**src/hw/rtl/dual_motor_deadband_ramp_defines.svh**
```systemverilog
// ---------------------------------------------------------------------------
// dual motor deadband ramp assertion macros
// shared assertion forms for the motor ramp rtl
// ---------------------------------------------------------------------------
`ifndef DUAL_MOTOR_DEADBAND_RAMP_DEFINES_SVH
`define DUAL_MOTOR_DEADBAND_RAMP_DEFINES_SVH

// same-cycle implication, disabled while reset is high
`define DMDR_ASSERT_NOW(label, clk, rst, ante, cons, msg) \
   label: assert property (@(posedge clk) disable iff (rst) (ante) |-> (cons)) \
      else $error(msg);

// next-cycle implication, disabled while reset is high
`define DMDR_ASSERT_NEXT(label, clk, rst, ante, cons, msg) \
   label: assert property (@(posedge clk) disable iff (rst) (ante) |=> (cons)) \
      else $error(msg);

`endif

```
**src/hw/rtl/dmdr_pkg.sv**
```systemverilog
// ---------------------------------------------------------------------------
// dmdr_pkg
// shared types, constants and the ramp function of the motor ramp block
// ---------------------------------------------------------------------------
package dmdr_pkg;

   localparam int DUTY_W = 12;

   // item kinds
   localparam logic [1:0] KIND_LEFT  = 2'd0;
   localparam logic [1:0] KIND_RIGHT = 2'd1;
   localparam logic [1:0] KIND_TICK  = 2'd2;

   // stick mapping
   localparam logic [DUTY_W-1:0] LOW_RANGE_TOP   = 12'd2000;
   localparam logic [DUTY_W-1:0] HIGH_RANGE_BASE = 12'd2095;
   localparam logic [DUTY_W-1:0] RAMP_RESET      = 12'd50;

   // x*4095/2000 = 2x + x*19/400; x*19/400 taken as (x*49808) >> 20,
   // exact for x up to 2000
   localparam int               SPAN_W      = 11;
   localparam int               RECIP_W     = 16;
   localparam int               RECIP_SHIFT = 20;
   localparam logic [RECIP_W-1:0] RECIP_MULT = 16'd49808;
   localparam int               PROD_W      = SPAN_W + RECIP_W;

   typedef logic [DUTY_W-1:0] duty_type;

   typedef struct packed {
      duty_type target;
      logic     dir_load;
      logic     dir_val;
   } map_result_type;

   // move speed toward target by step, never past it
   function automatic duty_type ramp_toward(duty_type speed, duty_type target,
                                            duty_type step);
      duty_type diff;
      duty_type result;
      diff   = '0;
      result = speed;
      if (speed < target) begin
         diff = target - speed;
         result = (diff <= step) ? target : duty_type'(speed + step);
      end else if (speed > target) begin
         diff = speed - target;
         result = (diff <= step) ? target : duty_type'(speed - step);
      end
      return result;
   endfunction

endpackage

```
**src/hw/rtl/dmdr_map.sv**
```systemverilog
// ---------------------------------------------------------------------------
// dmdr_map
// maps a stick command to a target duty and a direction update
// ---------------------------------------------------------------------------
module dmdr_map (
   input  dmdr_pkg::duty_type       cmd,
   output dmdr_pkg::map_result_type result
);
   import dmdr_pkg::*;

   logic                low_range;
   logic                high_range;
   duty_type            high_off;
   logic [SPAN_W-1:0]   span;
   logic [PROD_W-1:0]   prod;
   duty_type            scaled;

   assign low_range  = (cmd <= LOW_RANGE_TOP);
   assign high_range = (cmd >= HIGH_RANGE_BASE);
   assign high_off   = cmd - HIGH_RANGE_BASE;
   assign span       = low_range ? cmd[SPAN_W-1:0] : high_off[SPAN_W-1:0];

   // fractional part of the 4095/2000 gain
   assign prod   = PROD_W'(span) * PROD_W'(RECIP_MULT);
   assign scaled = duty_type'({span, 1'b0})
                 + duty_type'(prod[PROD_W-1:RECIP_SHIFT]);

   always_comb begin
      result.target   = (low_range || high_range) ? scaled : '0;
      result.dir_load = low_range || high_range;
      result.dir_val  = high_range;
   end

endmodule

```
**src/hw/rtl/dual_motor_deadband_ramp.sv**
```systemverilog
// ---------------------------------------------------------------------------
// dual_motor_deadband_ramp
// two-channel stick mapper with deadband and slew-limited duty
// ---------------------------------------------------------------------------
// Takes one item per clock cycle, back to back, and shows the result on rsp
// from the result register: the accepting edge loads the input stage, then
// a single pass through the command mapper (one constant multiply) or the
// ramp compare and clamp goes into the result register. A held-off result
// register stalls the input stage, and with it req_tready.
// A left or right command maps
// the stick value to a target: up to 2000 is direction 0, from 2095 is
// direction 1, in between is target zero with the direction kept. A tick
// moves both duties toward their targets by csr_data's ramp step and never
// past them. Every item returns one result with both duties and directions
// after its update. The ramp step resets to 50; the user must write it only
// while no item is in flight, as the block itself does not enforce this.
module dual_motor_deadband_ramp (
   input  logic                    clock,
   input  logic                    reset,
   // command / tick items
   input  logic                    req_tvalid,
   output logic                    req_tready,
   input  logic [15:0]             req_tdata,   // [11:0] command_value, rest zero
   input  logic [1:0]              req_tuser,   // [1:0] kind
   // results
   output logic                    rsp_tvalid,
   input  logic                    rsp_tready,
   output logic [31:0]             rsp_tdata,   // [11:0] left_duty, [23:12] right_duty,
                                                // [24] left_direction,
                                                // [25] right_direction, rest zero
   // ramp step register
   input  logic                    csr_valid,
   output logic                    csr_ready,
   input  dmdr_pkg::duty_type      csr_data
);
   import dmdr_pkg::*;
`include "dual_motor_deadband_ramp_defines.svh"

   // input stage
   logic        stage_valid_ff, stage_valid_in;
   logic [1:0]  stage_kind_ff, stage_kind_in;
   duty_type    stage_cmd_ff, stage_cmd_in;

   // channel state
   duty_type    left_speed_ff, left_speed_in;
   duty_type    right_speed_ff, right_speed_in;
   duty_type    left_target_ff, left_target_in;
   duty_type    right_target_ff, right_target_in;
   logic        left_dir_ff, left_dir_in;
   logic        right_dir_ff, right_dir_in;
   duty_type    ramp_step_ff, ramp_step_in;

   // result register
   logic        rsp_valid_ff, rsp_valid_in;
   logic [31:0] rsp_data_ff, rsp_data_in;

   logic           advance;
   logic           req_accept;
   map_result_type map_res;

   // the staged item moves on whenever the result register is free or draining
   assign advance    = stage_valid_ff && (!rsp_valid_ff || rsp_tready);
   assign req_tready = !stage_valid_ff || advance;
   assign req_accept = req_tvalid && req_tready;
   assign csr_ready  = 1'b1;

   dmdr_map u_map (
      .cmd    (stage_cmd_ff),
      .result (map_res)
   );

   // input stage
   always_comb begin
      stage_valid_in = stage_valid_ff;
      stage_kind_in  = stage_kind_ff;
      stage_cmd_in   = stage_cmd_ff;
      if (req_accept) begin
         stage_valid_in = 1'b1;
         stage_kind_in  = req_tuser;
         stage_cmd_in   = req_tdata[DUTY_W-1:0];
      end else if (advance) begin
         stage_valid_in = 1'b0;
      end
   end

   // state update for the staged item
   always_comb begin
      left_speed_in   = left_speed_ff;
      right_speed_in  = right_speed_ff;
      left_target_in  = left_target_ff;
      right_target_in = right_target_ff;
      left_dir_in     = left_dir_ff;
      right_dir_in    = right_dir_ff;
      if (advance) begin
         unique case (stage_kind_ff)
            KIND_LEFT: begin
               left_target_in = map_res.target;
               if (map_res.dir_load) left_dir_in = map_res.dir_val;
            end
            KIND_RIGHT: begin
               right_target_in = map_res.target;
               if (map_res.dir_load) right_dir_in = map_res.dir_val;
            end
            KIND_TICK: begin
               left_speed_in  = ramp_toward(left_speed_ff, left_target_ff, ramp_step_ff);
               right_speed_in = ramp_toward(right_speed_ff, right_target_ff, ramp_step_ff);
            end
            default: begin
               // unused kind only reports the state
            end
         endcase
      end
   end

   // ramp step register
   always_comb begin
      ramp_step_in = ramp_step_ff;
      if (csr_valid && csr_ready) ramp_step_in = csr_data;
   end

   // result register, loaded with the state after the update
   always_comb begin
      rsp_valid_in = rsp_valid_ff;
      rsp_data_in  = rsp_data_ff;
      if (advance) begin
         rsp_valid_in = 1'b1;
         rsp_data_in  = {6'd0, right_dir_in, left_dir_in, right_speed_in, left_speed_in};
      end else if (rsp_tready) begin
         rsp_valid_in = 1'b0;
      end
   end

   assign rsp_tvalid = rsp_valid_ff;
   assign rsp_tdata  = rsp_data_ff;

   always_ff @(posedge clock) begin
      if (reset) begin
         stage_valid_ff  <= 1'b0;
         left_speed_ff   <= '0;
         right_speed_ff  <= '0;
         left_target_ff  <= '0;
         right_target_ff <= '0;
         left_dir_ff     <= 1'b0;
         right_dir_ff    <= 1'b0;
         ramp_step_ff    <= RAMP_RESET;
         rsp_valid_ff    <= 1'b0;
      end else begin
         stage_valid_ff  <= stage_valid_in;
         left_speed_ff   <= left_speed_in;
         right_speed_ff  <= right_speed_in;
         left_target_ff  <= left_target_in;
         right_target_ff <= right_target_in;
         left_dir_ff     <= left_dir_in;
         right_dir_ff    <= right_dir_in;
         ramp_step_ff    <= ramp_step_in;
         rsp_valid_ff    <= rsp_valid_in;
      end
   end

   // payload, no reset needed
   always_ff @(posedge clock) begin
      stage_kind_ff <= stage_kind_in;
      stage_cmd_ff  <= stage_cmd_in;
      rsp_data_ff   <= rsp_data_in;
   end

   // a stalled item stays in the input stage
   `DMDR_ASSERT_NEXT(a_stage_holds, clock, reset, stage_valid_ff && !advance,
      stage_valid_ff, "staged item dropped while stalled")

   // every processed item shows up on rsp
   `DMDR_ASSERT_NEXT(a_result_loaded, clock, reset, advance, rsp_valid_ff,
      "processed item produced no result")

   // duties only change on a tick
   `DMDR_ASSERT_NEXT(a_speed_tick_only, clock, reset,
      !(advance && (stage_kind_ff == KIND_TICK)),
      $stable(left_speed_ff) && $stable(right_speed_ff),
      "duty changed without a tick")

   // left duty ramping from below never overshoots its target
   `DMDR_ASSERT_NEXT(a_no_overshoot, clock, reset,
      advance && (stage_kind_ff == KIND_TICK) && (left_speed_ff <= left_target_ff),
      left_speed_ff <= left_target_ff, "left duty passed its target")

endmodule

```
**config.mk**
```make
export PLATFORM = sky130hd
export DESIGN_NAME = dual_motor_deadband_ramp
export DESIGN_NICKNAME = d
export VERILOG_FILES = /design/src/hw/rtl/dmdr_pkg.sv /design/src/hw/rtl/dmdr_map.sv /design/src/hw/rtl/dual_motor_deadband_ramp.sv
export VERILOG_INCLUDE_DIRS = /design/src /design/src/hw/rtl
export SDC_FILE = /design/constraint.sdc
export NUM_CORES = 1
export LEC_CHECK = 0
export BUFFER_PORTS_ARGS = -buffer_cell sky130_fd_sc_hd__buf_2
export CAP_MARGIN = 20
export CORE_MARGIN = 5
export CORE_UTILIZATION = 50
export CTS_CLUSTER_SIZE = 8
export DETAILED_ROUTE_END_ITERATION = 16
export PLACE_DENSITY = 0.7
export RECOVER_POWER = 50
export SETUP_SLACK_MARGIN = 0.05
export SYNTH_ARGS = -nofsm -noshare
export SYNTH_HDL_FRONTEND = slang
export SYNTH_SLANG_ARGS = --single-unit
export TNS_END_PERCENT = 100
```
**constraint.sdc**
```tcl
create_clock -name clock -period 6.1 [get_ports clock]
set_clock_uncertainty 0.05 [all_clocks]
set_input_delay 0.305 -clock clock [delete_from_list [all_inputs] [get_ports clock]]
set_output_delay 0.305 -clock clock [all_outputs]
set_load 0.02 [all_outputs]
```
# ---- Word level (Yosys, flattened, before mapping)
# Index checks and enable logic that the tools add are counted.
dict set report totals {
  reg_bits 104
  inputBits 35
  out_inout_bits 35
}
dict set report op_classes {
  n_mul 1
  reduce_logical 12
  n_eq_ne 2
  n_addsub 10
  magnitude_cmp 10
  mux 24
}
# operator count
set ops {}
lappend ops {{$mux W12} 13}
lappend ops {{$sub A12 B12 Y12} 6}
lappend ops {{$le A12 B12 Y1} 4}
lappend ops {{$add A12 B12 Y12} 2}
lappend ops {{$gt A12 B12 Y1} 2}
lappend ops {{$lt A12 B12 Y1} 2}
lappend ops {{$mul A11 B12 Y23 const B} 1}
lappend ops {{$add A12 B7 Y12} 1}
lappend ops {{$ge A12 B12 Y1 const B} 1}
lappend ops {{$le A12 B11 Y1 const B} 1}
lappend ops {{$mux W11} 1}
lappend ops {{$sub A11 B6 Y11 const B} 1}
lappend ops {{$mux W1} 10}
lappend ops {{$reduce_and A2 Y1} 2}
lappend ops {{$reduce_bool A2 Y1} 2}
lappend ops {{$logic_or A1 B1 Y1} 3}
lappend ops {{$eq A2 B1 Y1 const B} 1}
lappend ops {{$eq A2 B2 Y1 const B} 1}
lappend ops {{$logic_and A1 B1 Y1} 2}
lappend ops {{$logic_not A1 Y1} 2}
lappend ops {{$logic_not A2 Y1} 1}

# ---- Logic depth before layout (Yosys ltp)
# Gate-level depths: netlist of run 1.
dict set report logic_depth {
  depth_word 7
  mapped_depth 32
  depth_no_buf 31
}

# ---- By module
# A second synthesis of run 1 with hierarchy kept.
dict set report hier_totals {
  hier_cells 1419
  area_unflattened_um2 12162.9
}
# module cells_each instances area_per_inst_um2 seq_area_each_um2
set by_module_without_submodules {}
lappend by_module_without_submodules {dual_motor_deadband_ramp 1125 1 9726.8 2482.4}
lappend by_module_without_submodules {dmdr_map 294 1 2436.1 0.0}

# ---- Least setup slack after synthesis of run 1
# No wires, ideal clock.
dict set report synth_path {
  path_type {register to register}
  start {register stage_cmd_ff[0]}
  end {register left_target_ff[8]}
  stages_incl_launch_ff 32
  slack_ns -0.521
  required_time_ns 5.949
  arrival_ns 6.470
  setup_time_ns 0.101
  n_path_buf 1
  cell_sequence {edfxtp_1 inv_1 ha_1 nor4b_1 o31ai_1 clkbuf_1 nand2_1 xnor2_1 ha_1 ha_1 ha_1 inv_1 fa_1 inv_1 ha_1 ha_1 a211o_1 a21oi_1 o31ai_1 o31ai_1 o21ai_1 a21o_1 xor2_1 ha_1 a21o_1 a21oi_1 o21bai_1 a21oi_1 nor2b_1 o21ai_0 xor2_1 o41ai_1}
}
dict set report synth_via {
  elab_chain_len 5
}
# item line
set synth_rtl {}
lappend synth_rtl {{from (decl)} dual_motor_deadband_ramp.sv:42} ;# duty_type stage_cmd_ff, stage_cmd_in;
lappend synth_rtl {{from (signal assigned)} dual_motor_deadband_ramp.sv:163} ;# stage_cmd_ff <= stage_cmd_in;
lappend synth_rtl {{$sub A11 B6 Y11 or $le A12 B11 Y1 (tied branches)} {dmdr_map.sv:20, dmdr_map.sv:18}}
lappend synth_rtl {{$mux W11} dmdr_map.sv:21} ;# assign span = low_range ? cmd[SPAN_W-1:0] : high_off[SPAN_W-1:0];
lappend synth_rtl {{$mul A11 B12 Y23} dmdr_map.sv:24} ;# assign prod = PROD_W'(span) * PROD_W'(RECIP_MULT);
lappend synth_rtl {{$add A12 B7 Y12} dmdr_map.sv:26} ;# + duty_type'(prod[PROD_W-1:RECIP_SHIFT]);
lappend synth_rtl {{$mux W12 *} dmdr_map.sv:29} ;# result.target = (low_range || high_range) ? scaled : '0;
lappend synth_rtl {{to (signal assigned)} dual_motor_deadband_ramp.sv:151} ;# left_target_ff <= left_target_in;
lappend synth_rtl {{to (decl)} dual_motor_deadband_ramp.sv:47} ;# duty_type left_target_ff, left_target_in;
# Every way passes the cells marked *; elsewhere a longest branch is shown, timed or not.
# A chain may end at the register's enable or synchronous reset.

# ---- Worst setup path after layout of run 1
dict set report layout_path {
  start {register stage_cmd_ff[0]}
  end {register right_target_ff[5]}
}
dict set report layout_via {
  elab_chain_len 5
}
# item line
set layout_rtl {}
lappend layout_rtl {{$sub A11 B6 Y11 or $le A12 B11 Y1 (tied branches)} {dmdr_map.sv:20, dmdr_map.sv:18}}
lappend layout_rtl {{$mux W11} dmdr_map.sv:21}
lappend layout_rtl {{$mul A11 B12 Y23} dmdr_map.sv:24}
lappend layout_rtl {{$add A12 B7 Y12} dmdr_map.sv:26}
lappend layout_rtl {{$mux W12 *} dmdr_map.sv:29}
lappend layout_rtl {{to (signal assigned)} dual_motor_deadband_ramp.sv:152} ;# right_target_ff <= right_target_in;
lappend layout_rtl {{to (decl)} dual_motor_deadband_ramp.sv:48} ;# duty_type right_target_ff, right_target_in;
# Marks and branches as above.

==> results by group, run 1 <==
Hold path
  – HP Start: req_tuser[1]
  – Hold Path End: stage_kind_ff[1]$_DFFE_PP_
  – HP Class: in -> reg
  – Hold Path Depth: 1

Worst setup path
  – CP Max Fanout: 4
  – CP delay by family, top: adder cells
  – Critical path arrival: 6.81 ns
  – CP max stage delay: 0.53 ns
  – CP Launch Type: flip-flop
  – Critical path type: reg -> reg
  – CP bufs+invs: 7
  – R2R Path Start: stage_cmd_ff[0]$_DFFE_PP_
  – Worst path slowest cell: fa_1
  – Worst path most repeated cell: buf_4
  – Critical Path RT: 6.35 ns
  – Worst reg2reg setup slack: -0.47 ns
  – Reg2reg path depth: 30
  – Worst setup EP type: flip-flop
  – Reg2reg end: right_target_ff[5]$_SDFFE_PP0P_

Power
  – PwrDens: 431 nW/um^2
  – Peak VDD IR: 0.305 mV
  – Leakage: 6.10 nW

Detailed routing
  – Detailed Routing Iterations Pass 1: 5
  – Avg WL per Cell: 18.3 um
  – ANT nets after route: 0
  – DRC Markers: 0
  – Initial DRC count: 685
  – Routed wire length: 33400 um
  – Vias: 10448
  – Via density: 5.72

Status
  – Failing checks: negative setup slack
  – Status: finished with violations

Timing
  – Final setup violation count: 18
  – Crit share post-route: 1.08
  – Max Slew Vio Count: 0
  – Relative slew margins: 0.424
  – Hold Fails Final Rpt: 0
  – Period minus WS final: 6.57 ns
  – Tightest Pin Transition: 0.863 ns
  – Max Clk Rate: 152 MHz
  – Worst setup margin: -0.468 ns
  – RSZ-0062 raised after global routing: true
  – TNS Setup: -6.39 ns

Clock tree
  – Htree depth: 3
  – Clock slew at reported path FFs: 0.09 ns
  – CTS root buffer: clkbuf_16
  – Clock sink total: 104
  – CTS tree: done
  – Skew-Pair Late Insertion Delay: 0.37 ns
  – CTS Buffer Depth: 2
  – Clock buffer count from CTS: 9
  – Cts hold-fix bufs: 0

Synthesis
  – Yosys Warn Count: 0
  – Synthesized area: 11900 sq um
  – Async set-reset flop share out of synthesis: 0
  – Number of synthesized register bits: 104
  – Seq/Total Area, Yosys: 0.209
  – Synth top area cells: ha_1, dfxtp_1, edfxtp_1, inv_1, a21oi_1
  – Syn Area/Cell: 8.49 sq um
  – Area leader, netlist: ha_1
  – Syn Inst Count: 1399
  – Post-synth EDFFs: 40
  – Yosys top cell area share: 0.231
  – Top FF cell, synth: dfxtp_1
  – Synth cell types: 82

Die
  – Die height: 164 um
  – Die X: 164 um
  – Die area: 26900 sq um
  – IO Pins: 70
  – Initial Utilization: 0.507
  – # rows: 56
  – Core ar.: 23400 sq um

Cells and area
  – Nets: 1777
  – FILL cells: 2103
  – Share of post-route cells with drive strength above 1: 0.153
  – Fin util: 0.583
  – Commonest non-fill, non-tap cell in the layout: ha_1
  – # diodes: 0
  – Area growth syn-to-layout: 14.9%
  – Storage element area: 2480 sq um
  – Most frequent cells in the layout: ha_1, inv_1, nor2_1
  – Multi-input gate area: 8950 sq um

Job
  – Max Cap Violations: 0

Global route
  – Vias in the first global route: 10262
  – GRT Util Overall: 0.250
  – Remaining Overflow, GRT: 0
  – Initial antenna violation count: 0
  – First-pass GRT wire length: 53200 um
  – Largest net degree at the start of global routing: 57

Place
  – Port-buffer cells: 58
  – Hpwl dp: 26500 um
  – GPL Wtd Cong: 0.937
-- cells by family after synthesis --
group	after synthesis	synth area share
other cells	2	0.000632
flops	104	0.209
simple gates	378	0.157
xor+xnor	83	0.0612
buf+inv	207	0.0706
mux	28	0.0238
compound gates	356	0.210
fa+ha+maj	241	0.268
-- sequential cells by signal (all words and copies together), names as in the netlist --
register         cells
left_target_ff      12
left_speed_ff       12
ramp_step_ff        12
stage_cmd_ff        12
stage_valid_ff       1
stage_kind_ff        2
left_dir_ff          1
right_dir_ff         1
rsp_tvalid           1
rsp_tdata           26
right_target_ff     12
right_speed_ff      12
-- area by class of cell --
cell class	instances	share of cell area
repair buffers	144	0.0687
clock inverters	7	0.00670
flip-flops and latches	104	0.182
well taps	319	0.0293
multi-input cells	1093	0.656
inverters	149	0.0410
clock buffers	9	0.0165
-- cells in the mapped netlist (all sizes together), types with 6 or more instances --
cell type	number
nor4	8
and2	20
inv	149
a21o	40
xnor2	52
edfxtp	40
clkbuf	38
dfxtp	64
a2111oi	10
a211o	6
ha	219
o21a	15
and3	7
nand4	18
nor3b	6
xor2	31
o21ai	59
a21oi	100
o31ai	12
o211ai	13
a221oi	9
nor2b	24
nor2	112
nand3	33
o21bai	8
nand2b	12
mux2i	26
a211oi	18
and4	8
a311oi	9
fa	22
nor3	25
buf	20
a21boi	8
nand2	85
-- worst max-delay path by stage --
stage | start | end | slack, ns | cells past startpoint
after floorplan | stage_cmd_ff[0]$_DFFE_PP_ | right_target_ff[10]$_SDFFE_PP0P_ | -0.15 | 31
after global placement | stage_cmd_ff[0]$_DFFE_PP_ | left_target_ff[11]$_SDFFE_PP0P_ | -0.41 | 31
after detailed placement | stage_cmd_ff[0]$_DFFE_PP_ | right_target_ff[10]$_SDFFE_PP0P_ | -0.52 | 30
after CTS | stage_cmd_ff[0]$_DFFE_PP_ | right_target_ff[11]$_SDFFE_PP0P_ | -0.24 | 30
after global routing | stage_cmd_ff[0]$_DFFE_PP_ | left_target_ff[8]$_SDFFE_PP0P_ | -0.77 | 30
final | stage_cmd_ff[0]$_DFFE_PP_ | right_target_ff[5]$_SDFFE_PP0P_ | -0.47 | 30
-- power breakdown --
group / internal [mW] / leakage [nW] / switching [mW] / total [mW]
clock: 0.299 / 0.152 / 0.329 / 0.627
combinational: 1.90 / 5.04 / 2.50 / 4.40
sequential: 0.787 / 0.908 / 0.0678 / 0.854
-- per-layer routing --
layer | part of all wire | wire, um | up-vias | global-route usage
met3 | 0.051 | 1700 | 84 | 0.0326
met2 | 0.48 | 15900 | 322 | 0.424
met1 | 0.44 | 14600 | 4866 | 0.321
met5 | 0 | 0 | - | 0
met4 | 0.038 | 1270 | 0 | 0.104
li1 | - | - | 5176 | -
-- per-stage QoR --
stage	hold slack [ns]	total power [mW]	cells	area (sq um)	worst slack [ns]
after floorplan	0.354	3.89	1404	12000	-0.147
after global placement	0.425	4.87	1786	12900	-0.406
after detailed placement	0.416	4.95	1788	13000	-0.515
after CTS	0.0461	5.75	1821	13500	-0.245
after global routing	0.0416	6.39	1825	13600	-0.766
final	0.0497	5.88	1825	13600	-0.468
-- what timing repair did --
item	in CTS	in global routing
endpoints found under the setup margin	18	20
setup buffers	19	6
gates resized for setup	28	22
pin swaps	37	23
Note: power is estimated with default switching activity, not from simulation.
==> run 2, diff against run 1 <==
Settings changed: PLACE_DENSITY 0.7 to 0.67, SYNTH_HIERARCHICAL set to 1.
Clock period 6.1 ns to 7.9 ns, I/O delays scaled along.
==> run 2 against run 1 <==
  * The flow finishes with violations (max-capacitance violations, max-slew violations)
  * Sequential power shrank 21%
  * Sequential share of layout area grew 1.1 points
  * Register-to-register slack gained 1.2 ns
  * First-iteration DRC count grew 1.8%
  * Clock-buffer cell count is the same
  * Clock power shrank 25%
  * Hold slack gained 0.097 ns
  * Non-clock buffer count shrank 76
  * Synthesized cell count grew 1.4%
  * Critical path depth shrank 1
  * Die area grew 2.3%
  * Largest power group unchanged
==> results by group, run 2 <==
Clock tree
  – Skew-Pair Late Insertion Delay: 0.37 ns
  – CTS tree: done
  – Clock slew at reported path FFs: 0.09 ns
  – Number of gates resized after CTS: 0
  – Setup bufs post-CTS: 0
  – Clock buffer count from CTS: 9
  – CTS Buffer Depth: 2
  – Clock sink total: 104
  – CTS root buffer: clkbuf_16
  – Cts hold-fix bufs: 0
  – Htree depth: 3

Timing
  – RSZ-0062 raised after global routing: false
  – Max Clk Rate: 139 MHz
  – Max Slew Vio Count: 52
  – Final setup violation count: 0
  – Period minus WS final: 7.17 ns
  – Tightest Pin Transition: 2.79 ns
  – Relative slew margins: -0.862
  – Crit share post-route: 0.908
  – TNS Setup: 0 ns
  – Hold Fails Final Rpt: 0
  – Worst setup margin: 0.728 ns

Worst setup path
  – CP Max Fanout: 9
  – Critical path arrival: 7.39 ns
  – Reg2reg end: right_target_ff[9]$_SDFFE_PP0P_
  – CP Launch Type: flip-flop
  – Critical Path RT: 8.12 ns
  – Worst path slowest cell: edfxtp_1
  – Worst path most repeated cell: ha_1
  – R2R Path Start: stage_cmd_ff[0]$_DFFE_PP_
  – Worst reg2reg setup slack: 0.73 ns
  – Worst setup EP type: flip-flop
  – Reg2reg path depth: 29
  – Critical path type: reg -> reg
  – CP max stage delay: 0.52 ns

Synthesis
  – Synth cell types: 100
  – Synth top area cells: ha_1, dfxtp_1, edfxtp_1, xnor2_1, a21oi_1
  – Top FF cell, synth: dfxtp_1
  – Most common cell in the synthesized netlist: ha_1
  – Async set-reset flop share out of synthesis: 0
  – Number of synthesized register bits: 104
  – Area leader, netlist: ha_1
  – Seq/Total Area, Yosys: 0.204
  – Yosys top cell area share: 0.226
  – Yosys Warn Count: 6
  – Post-synth top cells: ha_1, inv_1, nor2_1
  – Synthesized area: 12200 sq um
  – Post-synth EDFFs: 40
  – Syn Area/Cell: 8.57 sq um
  – Syn Inst Count: 1419

Job
  – Max Cap Violations: 1

Detailed routing
  – Routed wire length: 32800 um
  – Met3 routed WL: 1660 um
  – Vias: 10238
  – Via density: 5.77
  – Initial DRC count: 697
  – DRC Markers: 0
  – Met1 wire length: 14800 um
  – ANT nets after route: 0
  – Met2 routed WL: 15200 um
  – Max Used Layer: met4
  – Avg WL per Cell: 18.5 um
  – Detailed Routing Iterations Pass 1: 5

Cells and area
  – Commonest non-fill, non-tap cell in the layout: ha_1
  – Most frequent cells in the layout: ha_1, inv_1, nor2_1
  – Storage element area: 2480 sq um
  – Area growth syn-to-layout: 5.95%
  – Max reg flops: 26
  – Multi-input gate area: 8860 sq um
  – Share of post-route cells with drive strength above 1: 0.0772
  – Final std cells w/o fill: 1775
  – Nets: 1723
  – FILL cells: 2358
  – # diodes: 0

Power
  – PwrDens: 412 nW/um^2
  – Leakage: 5.69 nW
  – Peak VDD IR: 0.280 mV

Global route
  – First-pass GRT wire length: 51800 um
  – Remaining Overflow, GRT: 0
  – Largest net degree at the start of global routing: 52
  – Initial antenna violation count: 0
  – Vias in the first global route: 9865
  – GRT Util Overall: 0.231

Place
  – Port-buffer cells: 58
  – GPL Wtd Cong: 0.923
  – Post-Place Worst Slack: 0.805 ns
  – Hpwl dp: 26300 um
  – Dpl cells: 1759

Status
  – Status: finished with violations
  – Failing checks: max-capacitance violations, max-slew violations

Hold path
  – HP Start: req_tdata[9]
  – Hold Path End: stage_cmd_ff[9]$_DFFE_PP_
  – HP Class: in -> reg
  – Hold Path Depth: 1

Die
  – Die height: 166 um
  – Die area: 27500 sq um
  – IO Pins: 70
  – Core ar.: 24100 sq um
  – Die X: 166 um
  – Initial Utilization: 0.505
  – # rows: 57
==> run 2: changes by cell type after synthesis, moves of 8 or more <==
cell,before,now
mux2i_1,26,46
a21o_1,40,21
clkbuf_1,38,20
buf_2,7,21
nor3_1,25,38
nor2_1,110,122
inv_1,148,137
nand3_1,33,22
xnor2_1,52,63
a211oi_1,18,8
nand2_1,85,76
o21ai_1,2,11
nor2b_1,24,32
o22ai_1,3,11
==> run 2: layer usage <==
metal	vias to the layer above	track usage
met2	267	0.393
met5	-	0
li1	5092	-
met3	49	0.0336
met4	0	0.0807
met1	4830	0.301
==> run 2: logic make-up after synthesis <==
kind of cell | count (synthesis) | synth area share
compound gates | 352 | 0.202
xor+xnor | 88 | 0.0634
fa+ha+maj | 242 | 0.263
buf+inv | 196 | 0.0689
flops | 104 | 0.204
mux | 50 | 0.0416
other cells | 2 | 0.000617
simple gates | 385 | 0.157
==> run 2: worst max-delay path: cells and delay by family, from the launching register on <==
kind / cells / cell delay [ns]
AOI/OAI and AO/OA: 9 / 1.94
and+or+nand+nor: 6 / 1.04
adders and majority gates: 9 / 2.61
muxes: 1 / 0.11
buffers and inverters: 2 / 0.34
DFF: 1 / 0.52
xor gates and xnor gates: 2 / 0.47
==> run 2: final cells by class <==
cell class | instances | share of cell area
repair buffers | 68 | 0.0250
flip-flops and latches | 104 | 0.193
multi-input cells | 1124 | 0.687
clock buffers | 9 | 0.0175
clock inverters | 7 | 0.00553
well taps | 324 | 0.0315
inverters | 139 | 0.0405
==> run 2: worst max path at each step <==
stage / startpoint / to / depth (start not counted)
floorplan: stage_cmd_ff[0]$_DFFE_PP_ / left_target_ff[9]$_SDFFE_PP0P_ / 30
global placement: stage_cmd_ff[0]$_DFFE_PP_ / right_target_ff[9]$_SDFFE_PP0P_ / 28
finish: stage_cmd_ff[0]$_DFFE_PP_ / right_target_ff[9]$_SDFFE_PP0P_ / 29
detailed placement: stage_cmd_ff[0]$_DFFE_PP_ / right_target_ff[9]$_SDFFE_PP0P_ / 29
CTS: stage_cmd_ff[0]$_DFFE_PP_ / right_target_ff[9]$_SDFFE_PP0P_ / 29
global route: stage_cmd_ff[0]$_DFFE_PP_ / right_target_ff[9]$_SDFFE_PP0P_ / 29
==> run 2: where the power goes <==
group	switching (mW)	internal, mW	leakage (nW)
clock network	0.244	0.224	0.146
registers	0.0581	0.614	0.908
logic	2.55	1.62	4.64
==> run 2: stage by stage <==
step | hold slack, ns | util | area (sq um) | power [mW]
after floorplan | 0.428 | - | 12200 | 3.92
after global placement | 0.475 | 0.524 | 12600 | 4.73
after detailed placement | 0.484 | 0.524 | 12600 | 4.79
after CTS | 0.133 | 0.537 | 12900 | 5.29
after global routing | 0.129 | 0.535 | 12900 | 5.81
final | 0.146 | 0.535 | 12900 | 5.31
